File: config.mk
export PLATFORM = sky130hd
export DESIGN_NAME = rgb_led_pulse_width_serializer
export DESIGN_NICKNAME = d
export VERILOG_FILES = /design/src/hdl/rgbser_pkg.sv /design/src/hdl/rgbser_front.sv /design/src/hdl/rgbser_queue.sv /design/src/hdl/rgbser_back.sv /design/src/hdl/rgb_led_pulse_width_serializer.sv
export SDC_FILE = /design/constraint.sdc
export NUM_CORES = 1
export LEC_CHECK = 0
export ABC_AREA = 1
export BUFFER_PORTS_ARGS = -buffer_cell sky130_fd_sc_hd__buf_2
export CAP_MARGIN = 15
export CORE_MARGIN = 5
export CORE_UTILIZATION = 53
export DETAILED_ROUTE_END_ITERATION = 7
export HOLD_SLACK_MARGIN = 0.06
export PLACE_DENSITY = 0.71
export SETUP_SLACK_MARGIN = 0.2
export SLEW_MARGIN = 20
export SYNTH_ARGS = -nofsm -noshare
export SYNTH_HDL_FRONTEND = slang
export SYNTH_SLANG_ARGS = --single-unit
File: constraint.sdc
create_clock -name clk -period 4.4 [get_ports clk]
set_input_delay 0.88 -clock clk [delete_from_list [all_inputs] [get_ports clk]]
set_output_delay 0.88 -clock clk [all_outputs]
set_load 0.03 [all_outputs]
File: src/hdl/rgbser_pkg.sv
`timescale 1ns / 1ps
// Shared types, codes and constants of the RGB LED pulse-width serializer.
package rgbser_pkg;

	localparam int COLOUR_W        = 24;
	localparam int HIGH_W          = 12;
	localparam int TICK_W          = 16;
	localparam int CFG_IDX_W       = 3;
	localparam int CFG_DATA_W      = 16;
	localparam int WORD_BITS_DEF   = 24;
	localparam int QUEUE_DEPTH_DEF = 4;

	localparam logic [1:0] OP_TICK  = 2'd0;
	localparam logic [1:0] OP_LOAD  = 2'd1;
	localparam logic [1:0] OP_LATCH = 2'd2;

	localparam logic [CFG_IDX_W-1:0] REG_ZERO_HIGH  = 3'd0;
	localparam logic [CFG_IDX_W-1:0] REG_ONE_HIGH   = 3'd1;
	localparam logic [CFG_IDX_W-1:0] REG_BIT_PERIOD = 3'd2;
	localparam logic [CFG_IDX_W-1:0] REG_LATCH_LOW  = 3'd3;
	localparam logic [CFG_IDX_W-1:0] REG_MSB_FIRST  = 3'd4;

	localparam logic [HIGH_W-1:0] ZERO_HIGH_RST  = 12'd20;
	localparam logic [HIGH_W-1:0] ONE_HIGH_RST   = 12'd40;
	localparam logic [HIGH_W-1:0] BIT_PERIOD_RST = 12'd63;
	localparam logic [TICK_W-1:0] LATCH_LOW_RST  = 16'd3000;

	typedef enum logic [1:0] {
		PH_IDLE,
		PH_SEND,
		PH_LATCH
	} phase_t;

	typedef enum logic [1:0] {
		CMD_TICK,
		CMD_LOAD,
		CMD_LATCH,
		CMD_NONE
	} cmd_t;

	typedef struct packed {
		cmd_t                cmd;
		logic [COLOUR_W-1:0] word;
	} q_entry_t;

	typedef struct packed {
		logic [HIGH_W-1:0] zero_high;
		logic [HIGH_W-1:0] one_high;
		logic [HIGH_W-1:0] bit_period;
		logic [TICK_W-1:0] latch_low;
		logic              msb_first;
	} cfg_t;

endpackage

File: src/hdl/rgbser_front.sv
`timescale 1ns / 1ps
// Front stage: takes input items, decodes the opcode and pushes commands to the queue.
module rgbser_front (
	input  logic                               clk,
	input  logic                               arst_n,
	input  logic                               in_valid,
	output logic                               in_stall,
	input  logic [1:0]                         opcode,
	input  logic [rgbser_pkg::COLOUR_W-1:0]    colour_word,
	input  logic                               q_full,
	output logic                               q_push,
	output rgbser_pkg::q_entry_t               q_wdata
);
	import rgbser_pkg::*;

	logic                valid_s1;
	cmd_t                cmd_s1;
	logic [COLOUR_W-1:0] word_s1;
	cmd_t                cmd_dec;
	logic                in_xfer;

	always_comb begin
		case (opcode)
			OP_TICK:  cmd_dec = CMD_TICK;
			OP_LOAD:  cmd_dec = CMD_LOAD;
			OP_LATCH: cmd_dec = CMD_LATCH;
			default:  cmd_dec = CMD_NONE;
		endcase
	end

	assign in_stall = valid_s1 && q_full;
	assign in_xfer  = in_valid && !in_stall;
	assign q_push   = valid_s1 && !q_full;
	assign q_wdata  = '{cmd: cmd_s1, word: word_s1};

	always_ff @(posedge clk or negedge arst_n) begin
		if (!arst_n) begin
			valid_s1 <= 1'b0;
		end else if (in_xfer) begin
			valid_s1 <= 1'b1;
		end else if (q_push) begin
			valid_s1 <= 1'b0;
		end
	end

	always_ff @(posedge clk) begin
		if (in_xfer) begin
			cmd_s1  <= cmd_dec;
			word_s1 <= colour_word;
		end
	end

endmodule

File: src/hdl/rgbser_queue.sv
`timescale 1ns / 1ps
// Small command queue between the front stage and the line sequencer.
module rgbser_queue #(
	parameter int DEPTH = rgbser_pkg::QUEUE_DEPTH_DEF
) (
	input  logic                  clk,
	input  logic                  arst_n,
	input  logic                  push,
	input  rgbser_pkg::q_entry_t  wdata,
	output logic                  full,
	input  logic                  pop,
	output logic                  rd_valid,
	output rgbser_pkg::q_entry_t  rdata
);
	import rgbser_pkg::*;

	localparam int PTR_W = (DEPTH > 1) ? $clog2(DEPTH) : 1;
	localparam int CNT_W = $clog2(DEPTH + 1);
	localparam logic [PTR_W-1:0] PTR_LAST = PTR_W'(DEPTH - 1);
	localparam logic [CNT_W-1:0] CNT_FULL = CNT_W'(DEPTH);

	q_entry_t         mem_q [DEPTH];
	logic [PTR_W-1:0] wr_ptr_q;
	logic [PTR_W-1:0] rd_ptr_q;
	logic [CNT_W-1:0] count_q;
	logic             do_push;
	logic             do_pop;

	assign full     = (count_q == CNT_FULL);
	assign rd_valid = (count_q != '0);
	assign rdata    = mem_q[rd_ptr_q];
	assign do_push  = push && !full;
	assign do_pop   = pop && rd_valid;

	always_ff @(posedge clk or negedge arst_n) begin
		if (!arst_n) begin
			wr_ptr_q <= '0;
			rd_ptr_q <= '0;
			count_q  <= '0;
		end else begin
			if (do_push) begin
				wr_ptr_q <= (wr_ptr_q == PTR_LAST) ? '0 : wr_ptr_q + 1'b1;
			end
			if (do_pop) begin
				rd_ptr_q <= (rd_ptr_q == PTR_LAST) ? '0 : rd_ptr_q + 1'b1;
			end
			if (do_push && !do_pop) begin
				count_q <= count_q + 1'b1;
			end else if (do_pop && !do_push) begin
				count_q <= count_q - 1'b1;
			end
		end
	end

	always_ff @(posedge clk) begin
		if (do_push) begin
			mem_q[wr_ptr_q] <= wdata;
		end
	end

endmodule

File: src/hdl/rgbser_back.sv
`timescale 1ns / 1ps
// Line sequencer: runs bit and latch timing per command and registers the result.
module rgbser_back #(
	parameter int WORD_BITS = rgbser_pkg::WORD_BITS_DEF
) (
	input  logic                  clk,
	input  logic                  arst_n,
	input  rgbser_pkg::cfg_t      cfg,
	input  logic                  q_valid,
	input  rgbser_pkg::q_entry_t  q_rdata,
	output logic                  q_pop,
	output logic                  out_valid,
	input  logic                  out_stall,
	output logic                  line_level,
	output logic                  busy_res,
	output logic                  rejected,
	output logic                  finished
);
	import rgbser_pkg::*;

	localparam int BIDX_W = $clog2(WORD_BITS);
	localparam logic [BIDX_W-1:0] LAST_BIT = BIDX_W'(WORD_BITS - 1);

	phase_t                phase_q, phase_n;
	logic [TICK_W-1:0]     tick_q, tick_n, tick_inc;
	logic [BIDX_W-1:0]     bits_q, bits_n, bit_idx;
	logic [WORD_BITS-1:0]  word_q, word_n;
	logic [WORD_BITS+COLOUR_W-1:0] word_ext;
	logic [HIGH_W-1:0]     per_lim, high_ticks;
	logic [TICK_W-1:0]     latch_lim;
	logic                  busy;
	logic                  rej_n, fin_n, line_n;

	logic out_valid_q, line_q, busy_q, rej_q, fin_q;

	assign q_pop    = q_valid && (!out_valid_q || !out_stall);
	assign busy     = (phase_q != PH_IDLE);
	assign tick_inc = tick_q + 1'b1;
	assign per_lim  = (cfg.bit_period == '0) ? HIGH_W'(1) : cfg.bit_period;
	assign latch_lim = (cfg.latch_low == '0) ? TICK_W'(1) : cfg.latch_low;
	assign word_ext = {{WORD_BITS{1'b0}}, q_rdata.word};

	always_comb begin
		phase_n = phase_q;
		tick_n  = tick_q;
		bits_n  = bits_q;
		word_n  = word_q;
		rej_n   = 1'b0;
		fin_n   = 1'b0;
		case (q_rdata.cmd)
			CMD_LOAD: begin
				if (busy) begin
					rej_n = 1'b1;
				end else begin
					word_n  = word_ext[WORD_BITS-1:0];
					bits_n  = LAST_BIT;
					tick_n  = '0;
					phase_n = PH_SEND;
				end
			end
			CMD_LATCH: begin
				if (busy) begin
					rej_n = 1'b1;
				end else begin
					tick_n  = '0;
					phase_n = PH_LATCH;
				end
			end
			CMD_TICK: begin
				if (phase_q == PH_SEND) begin
					tick_n = tick_inc;
					if (tick_inc >= TICK_W'(per_lim)) begin
						tick_n = '0;
						if (bits_q == '0) begin
							phase_n = PH_IDLE;
							fin_n   = 1'b1;
						end else begin
							bits_n = bits_q - 1'b1;
						end
					end
				end else if (phase_q == PH_LATCH) begin
					tick_n = tick_inc;
					if (tick_inc >= latch_lim) begin
						tick_n  = '0;
						phase_n = PH_IDLE;
						fin_n   = 1'b1;
					end
				end
			end
			default: ;
		endcase
	end

	// line level seen after this command
	always_comb begin
		bit_idx    = cfg.msb_first ? bits_n : LAST_BIT - bits_n;
		high_ticks = word_n[bit_idx] ? cfg.one_high : cfg.zero_high;
		line_n     = (phase_n == PH_SEND) && (tick_n < TICK_W'(high_ticks));
	end

	always_ff @(posedge clk or negedge arst_n) begin
		if (!arst_n) begin
			phase_q <= PH_IDLE;
			tick_q  <= '0;
			bits_q  <= '0;
			word_q  <= '0;
		end else if (q_pop) begin
			phase_q <= phase_n;
			tick_q  <= tick_n;
			bits_q  <= bits_n;
			word_q  <= word_n;
		end
	end

	always_ff @(posedge clk or negedge arst_n) begin
		if (!arst_n) begin
			out_valid_q <= 1'b0;
		end else if (q_pop) begin
			out_valid_q <= 1'b1;
		end else if (!out_stall) begin
			out_valid_q <= 1'b0;
		end
	end

	always_ff @(posedge clk) begin
		if (q_pop) begin
			line_q <= line_n;
			busy_q <= (phase_n != PH_IDLE);
			rej_q  <= rej_n;
			fin_q  <= fin_n;
		end
	end

	assign out_valid  = out_valid_q;
	assign line_level = line_q;
	assign busy_res   = busy_q;
	assign rejected   = rej_q;
	assign finished   = fin_q;

	a_fin_idle: assert property (@(posedge clk) disable iff (!arst_n)
		out_valid_q && fin_q |-> !busy_q)
		else $error("finished reported while still busy");

	a_rej_busy: assert property (@(posedge clk) disable iff (!arst_n)
		out_valid_q && rej_q |-> busy_q && !fin_q)
		else $error("rejected command without busy state");

	a_line_busy: assert property (@(posedge clk) disable iff (!arst_n)
		out_valid_q && line_q |-> busy_q)
		else $error("line high while idle");

	a_load_starts: assert property (@(posedge clk) disable iff (!arst_n)
		q_pop && q_rdata.cmd == CMD_LOAD && phase_q == PH_IDLE |=> phase_q == PH_SEND)
		else $error("load from idle did not start a word");

endmodule

File: src/hdl/rgb_led_pulse_width_serializer.sv
`timescale 1ns / 1ps
// One-wire RGB LED encoder: serializes colour words as pulse-width coded bits on tick items.
// A result passes the front register at the input transfer, then the command queue,
// then the result register; a full queue or out_stall can hold it between them.
// Throughput: one item per clock while out_stall is low; the sequencer retires one command per cycle unless stalled.
// Reset (arst_n low, asynchronous): timing registers to defaults, sequencer idle, queue empty.
module rgb_led_pulse_width_serializer #(
	parameter int WORD_BITS   = rgbser_pkg::WORD_BITS_DEF,
	parameter int QUEUE_DEPTH = rgbser_pkg::QUEUE_DEPTH_DEF
) (
	input  logic                                clk,
	input  logic                                arst_n,
	input  logic                                cfg_wr_en,
	input  logic [rgbser_pkg::CFG_IDX_W-1:0]    cfg_index,
	input  logic [rgbser_pkg::CFG_DATA_W-1:0]   cfg_data,
	input  logic                                in_valid,
	output logic                                in_stall,
	input  logic [1:0]                          opcode,
	input  logic [rgbser_pkg::COLOUR_W-1:0]     colour_word,
	output logic                                out_valid,
	input  logic                                out_stall,
	output logic                                line_level,
	output logic                                busy_res,
	output logic                                rejected,
	output logic                                finished
);
	import rgbser_pkg::*;

	cfg_t     cfg_q;
	q_entry_t q_wdata;
	q_entry_t q_rdata;
	logic     q_push, q_full, q_pop, q_valid;

	always_ff @(posedge clk or negedge arst_n) begin
		if (!arst_n) begin
			cfg_q.zero_high  <= ZERO_HIGH_RST;
			cfg_q.one_high   <= ONE_HIGH_RST;
			cfg_q.bit_period <= BIT_PERIOD_RST;
			cfg_q.latch_low  <= LATCH_LOW_RST;
			cfg_q.msb_first  <= 1'b0;
		end else if (cfg_wr_en) begin
			case (cfg_index)
				REG_ZERO_HIGH:  cfg_q.zero_high  <= cfg_data[HIGH_W-1:0];
				REG_ONE_HIGH:   cfg_q.one_high   <= cfg_data[HIGH_W-1:0];
				REG_BIT_PERIOD: cfg_q.bit_period <= cfg_data[HIGH_W-1:0];
				REG_LATCH_LOW:  cfg_q.latch_low  <= cfg_data[TICK_W-1:0];
				REG_MSB_FIRST:  cfg_q.msb_first  <= cfg_data[0];
				default: ;
			endcase
		end
	end

	rgbser_front u_front (
		.clk         (clk),
		.arst_n      (arst_n),
		.in_valid    (in_valid),
		.in_stall    (in_stall),
		.opcode      (opcode),
		.colour_word (colour_word),
		.q_full      (q_full),
		.q_push      (q_push),
		.q_wdata     (q_wdata)
	);

	rgbser_queue #(
		.DEPTH (QUEUE_DEPTH)
	) u_queue (
		.clk      (clk),
		.arst_n   (arst_n),
		.push     (q_push),
		.wdata    (q_wdata),
		.full     (q_full),
		.pop      (q_pop),
		.rd_valid (q_valid),
		.rdata    (q_rdata)
	);

	rgbser_back #(
		.WORD_BITS (WORD_BITS)
	) u_back (
		.clk        (clk),
		.arst_n     (arst_n),
		.cfg        (cfg_q),
		.q_valid    (q_valid),
		.q_rdata    (q_rdata),
		.q_pop      (q_pop),
		.out_valid  (out_valid),
		.out_stall  (out_stall),
		.line_level (line_level),
		.busy_res   (busy_res),
		.rejected   (rejected),
		.finished   (finished)
	);

endmodule

Yosys cells after proc, flatten, opt, wreduce, memory -nomap -nowiden
Memory sizes are Yosys's and may differ from the RTL's.
Cells that the tools add are included.
Cells by class
  add/subtract/negate cells: 7
  div/mod/pow operators: 0
  reductions and logical operators: 33
  multiply operators: 0
  equal/unequal tests: 15
  $lt $le $gt $ge: 4
  shift-type cells: 0
  bitwise gates (word level): 0
  mux-type cells: 44
Operators by type and width (count)
  $mux 16: 6
  $mux 24: 2
  $pmux 16 s2: 1
  $mux 5: 5
  $mux 12: 2
  $mux 2: 9
  $add 16x1->16 const B: 1
  $ge 16x12->1: 1
  $ge 16x16->1: 1
  $logic_not 16->1: 1
  $lt 16x12->1: 1
  $mux 1: 13
  $logic_not 12->1: 1
  $pmux 2 s3: 2
  $eq 2x2->1 const B: 5
  $pmux 5 s2: 1
  $reduce_and 2->1: 5
  $logic_and 1x1->1: 9
  $eq 2x1->1 const B: 4
  $reduce_bool 2->1: 4
  $eq 3x2->1 const B: 2
  $eq 3x3->1 const B: 2
  $logic_not 1->1: 6
  $lt 5x6->1 const B: 1
  15 further kinds: 18
Word-level totals
  memory bits (writable): 104
  bits in latches: 0
  ROM bits: 0
  memories kept: 1
  output and inout bits: 6
  flip-flop bits (word level): 139
Memories
  u_queue.mem_q: words 4, bits a word 26, read ports 1, clocked after memory_dff 0, wr ports 1, line rgbser_queue.sv:22  | q_entry_t mem_q [DEPTH];

Longest topological paths before layout
  depth in word-level cells: 13
  depth in mapped cells: 40
  depth with buffers taken out: 39

Hierarchy
From an unflattened synthesis, not the netlist that was laid out.
Unflattened totals
  cell total of the unflattened synthesis: 1348
  area, all modules: 12627.1 um^2
By module, submodules not included
  rgbser_back: instances 1, area each 4918.5 um^2, cells each 706
  rgbser_queue: instances 1, area each 4699.5 um^2, cells each 363
  rgb_led_pulse_width_serializer: instances 1, area each 2168.3 um^2, cells each 243
  rgbser_front: instances 1, area each 840.8 um^2, cells each 36

Worst setup path before layout
Ideal clock, no wire load.
  path kind: reg2reg
  from: register u_back.tick_q[0]
  to: register u_back.line_q, in the netlist u_back.line_level (data pin)
  arrival: 4520 ps
  stages on the path, launching flop included: 30
  buffers on the path: 2
  clock period less this slack: 4661 ps
  path slack: -261 ps
  cells stage by stage: dfrtp_1 inv_1 nor2_2 nand2_1 nor3_1 nand3_1 xor2_1 inv_1 ha_1 a21o_1 nor2_1 nand3_1 nor2_4 nand3_4 buf_2 nand2_1 o211ai_1 a21oi_1 nand3_1 a21oi_1 nand3_1 nand3_2 buf_2 mux2i_1 ha_1 a21oi_1 nor2_1 a2111oi_0 nand4_1 a21oi_2
Between the ends
  word-level cells in the longest chain between the ends: 12
  elaborated cells between the ends (all ways): 25
Ends and longest elaborated chain
  start: declaration: line rgbser_back.sv:25  | logic [TICK_W-1:0] tick_q, tick_n, tick_inc;
  start signal: assignment: line rgbser_back.sv:109  | tick_q <= tick_n;
  $add 16x1->16: line rgbser_back.sv:38  | assign tick_inc = tick_q + 1'b1;
  $ge 16x12->1: line rgbser_back.sv:72  | if (tick_inc >= TICK_W'(per_lim)) begin
  $mux 5: line rgbser_back.sv:72
  $mux 5: line rgbser_back.sv:70  | if (phase_q == PH_SEND) begin
  $pmux 5 s2: line rgbser_back.sv:50  | case (q_rdata.cmd)
  $sub 5x5->5: line rgbser_back.sv:96  | bit_idx = cfg.msb_first ? bits_n : LAST_BIT - bits_n;
  $mux 5: line rgbser_back.sv:96
  $bmux 1 s5: line rgbser_back.sv:97  | high_ticks = word_n[bit_idx] ? cfg.one_high : cfg.zero_high;
  $mux 1 (not written as such): line rgbser_back.sv:97
  $mux 12: line rgbser_back.sv:97
  $lt 16x12->1: line rgbser_back.sv:98  | line_n = (phase_n == PH_SEND) && (tick_n < TICK_W'(high_ticks));
  $logic_and 1x1->1 (*): line rgbser_back.sv:98
  named net u_back.line_n: line rgbser_back.sv:32  | logic rej_n, fin_n, line_n;
  end signal: assignment: line rgbser_back.sv:127  | line_q <= line_n;
  end: declaration: line rgbser_back.sv:34  | logic out_valid_q, line_q, busy_q, rej_q, fin_q;
Mark *: on every way through the listed nets, which the timed path passes. The rest lies on a longest branch. The select of a mux whose other input is x is not followed.
A chain may end at the register's enable or synchronous reset.

Final worst setup path
  from: register u_back.tick_q[1]
  to: register u_back.line_q, in the netlist u_back.line_level (data pin)
Same word-level chain as after synthesis.

==> qor.csv <==
metric,value,unit
worst skew pair latency,0.55,ns
max_cap viols,0,
Hold Slack,0.4722,ns
Die X,160.0,um
H-tree levels,1,
Mapped Cells,1252,
Mapped Avg Cell Area,9.528,um2
Post-DRT Antenna Nets,0,
fillers,1790,
Tot Pwr,11330,uW
fin cells,1695,
initial DRC count,751,
Max Freq,217.2,MHz
global-route wire length before repair,47330,um
Yosys top cell area share,0.3373,
RSZ-0062 raised after global routing,yes,
std cell rows,54,
register area share after synthesis,0.5678,
Clock transition at path regs,0.07,ns
gr ovfl total,0,
Critical Path Stages,30,
via density per instance,5.556,
"Setup violations, final",1,
CTS tree,yes,
Placer Congestion,0.9322,
worst setup margin,-0.2036,ns
Crit Path Max Fanout,5,
total power divided by cell area,794.0,mW/mm2
Worst Tran Pin Value,1.041,ns
r2r worst-path depth,30,
fin. max-slew vios,0,
share of cells above drive strength 1,0.2021,
Static Leak,0.006153,uW
drt wl/cell,16.92,um
total track usage,0.2235,
min Tclk post-route,4.604,ns
WP data arrival,5.00,ns
Yosys top cell by area,edfxtp_1,
ys async rst share,0.4486,
die footprint,0.02561,mm2
Synth Cell Area,0.01193,mm2
cell at the slowest stage of the critical path,dfrtp_1,
Yosys reg bits,243,
CP required,4.79,ns
vias after detailed routing,9417,
CTS root buf,clkbuf_16,
reg-to-reg endpoint,u_back.line_level,
initial antenna violation count,0,
starting density of the core,0.5416,
Worst Skew,0.01799,ns
crit path kind,reg2reg,
# diodes,0,
number of buffers added on ports,55,
failing checks,setup timing,
syn_nets,1354,
"Largest stage delay, worst path",0.37,ns
# DRC,0,
worst path bufs/invs,4,
setup TNS,-0.2036,ns
R2R setup slack,-0.20,ns
crit share post-route,1.046,
core area,0.02203,mm2
Bufs on Longest Clock Path,3,
CTS sink cnt,243,
HPWL after DPL,19990,um
final wirelength,28680,um
crit-path leading delay family,simple AND/OR/NAND/NOR gates,
I/O pin count,56,
Synth cell types,46,
status,"finished, violations left",
Crit. End Element,flop,
"top cells by count, synth","246 x nand2_1, 206 x o21ai_0, 134 x edfxtp_1, 128 x inv_1, 102 x nor2_1",
largest net degree at the start of global routing,75,
Peak VDD IR,0.5078,mV
CP endpoint,u_back.line_level,
R2R Path Start,u_back.tick_q[1],
CTS hold repair buffers,0,
slew margin rel.,0.3054,
Setup WS pre-CTS,-0.3257,ns
Nets,1497,
vias in the first global route,9243,
Critical Path Start Type,flop,
Die Height,160.0,um
Worst Hold Class,in2async,
final hold violation count,0,
synth warn,0,
number of flops mapped to enable cells by yosys,134,
Crit. Startpoint,u_back.tick_q[1],
DR pass1 iterations,7,
Area Overhead vs Synth,19.59,%
top_reg_cell synth,edfxtp_1,
most numerous cell in the Yosys netlist,nand2_1,
placed insts,1636,
clock buffer count from CTS,26,
main area contributors after synthesis,"edfxtp_1 34%, dfrtp_1 19%, o21ai_0 8.6%, nand2_1 7.7%, ha_1 5.3%",
==> per-layer routing <==
metal	part of all wire	wire length [um]	track usage
met1	0.44	12660	0.3190
met2	0.47	13580	0.3576
met3	0.057	1644	0.03041
met4	0.028	791	0.07235
met5	0	0	0
==> kinds of logic (layout without fill, tap and decap cells) <==
| logic type | count (synthesis) | after routing | share of synthesized area |
|---|---|---|---|
| simple gates | 449 | 451 | 0.1595 |
| compound gates | 302 | 302 | 0.1415 |
| flops | 243 | 243 | 0.5678 |
| buf+inv | 183 | 344 | 0.05779 |
| fa+ha+maj | 52 | 52 | 0.05517 |
| mux | 12 | 12 | 0.01017 |
| xor+xnor | 11 | 11 | 0.008076 |
==> flip-flops by register name, summed over array words and instances, names as in the netlist <==
| name | count |
|---|---|
| u_back.line_level | 1 |
| u_back.word_q | 24 |
| u_back.phase_q | 2 |
| u_back.out_valid | 1 |
| u_front.cmd_s1 | 2 |
| u_back.tick_q | 16 |
| u_queue.wr_ptr_q | 2 |
| u_queue.mem_q | 104 |
| cfg_q | 53 |
| u_front.valid_s1 | 1 |
| u_back.rejected | 1 |
| u_queue.rd_ptr_q | 2 |
| u_back.finished | 1 |
| u_front.word_s1 | 24 |
| u_queue.count_q | 3 |
| u_back.bits_q | 5 |
| u_back.busy_res | 1 |
==> power breakdown <==
part | leakage (uW) | switching, uW | total [uW] | internal [uW]
Sequential | 0.00258 | 298 | 3380 | 3080
Clock | 0.000396 | 930 | 2110 | 1180
Combinational | 0.00317 | 3570 | 5840 | 2260
==> cells in the final DEF, fill, tap and decap left out, types with 7 or more instances in the layout <==
master	instances
clkbuf_16	26
clkinv_1	10
xor2_1	7
nor3_1	7
ha_1	49
nand3_1	52
buf_4	107
edfxtp_1	134
nor2_1	96
nand2_1	238
mux2i_1	9
nand2_2	12
o22ai_1	7
dfstp_2	17
dfrtp_1	91
nor2_2	8
a21oi_1	37
nand4_1	7
nand2_4	7
o221ai_1	24
buf_2	54
inv_1	125
o21ai_0	204
==> repair_timing <==
| action | 4_1_cts | 5_1_grt |
|---|---|---|
| setup endpoints to repair | 1 | 5 |
| pin swaps | 18 | 12 |
| resized for setup | 22 | 22 |
| buffers inserted | 8 | 1 |
| gates cloned | 2 | 0 |
==> per-stage QoR <==
stage / util / cell area (um2)
after floorplan: - / 11940
after global placement: 0.5976 / 13160
after detailed placement: 0.5976 / 13160
after CTS: 0.6438 / 14180
after global routing: 0.6477 / 14270
final: 0.6477 / 14270
==> final cells by class <==
cell class,count,area (um2),area share
flip-flops and latches,243,6774,0.4748
multi-input cells,828,4695,0.3291
repair buffers,163,1109,0.07771
clock buffers,28,678.2,0.04754
inverters,133,501.7,0.03517
well taps,280,350.3,0.02456
clock inverters,20,158.9,0.01114
==> how the worst min path moves through the flow <==
stage,slack [ns],from,endpoint
6_report,0.47,arst_n,u_back.bits_q[3]
5_1_grt,0.48,opcode[1],u_front.cmd_s1[1]
4_1_cts,0.49,u_back.word_q[13],u_back.word_q[13]
3_5_place_dp,0.47,u_back.word_q[13],u_back.word_q[13]
3_3_place_gp,0.46,u_back.word_q[5],u_back.word_q[5]
2_1_floorplan,0.45,u_back.word_q[0],u_back.word_q[0]
Power figures use the tool's default switching activity.
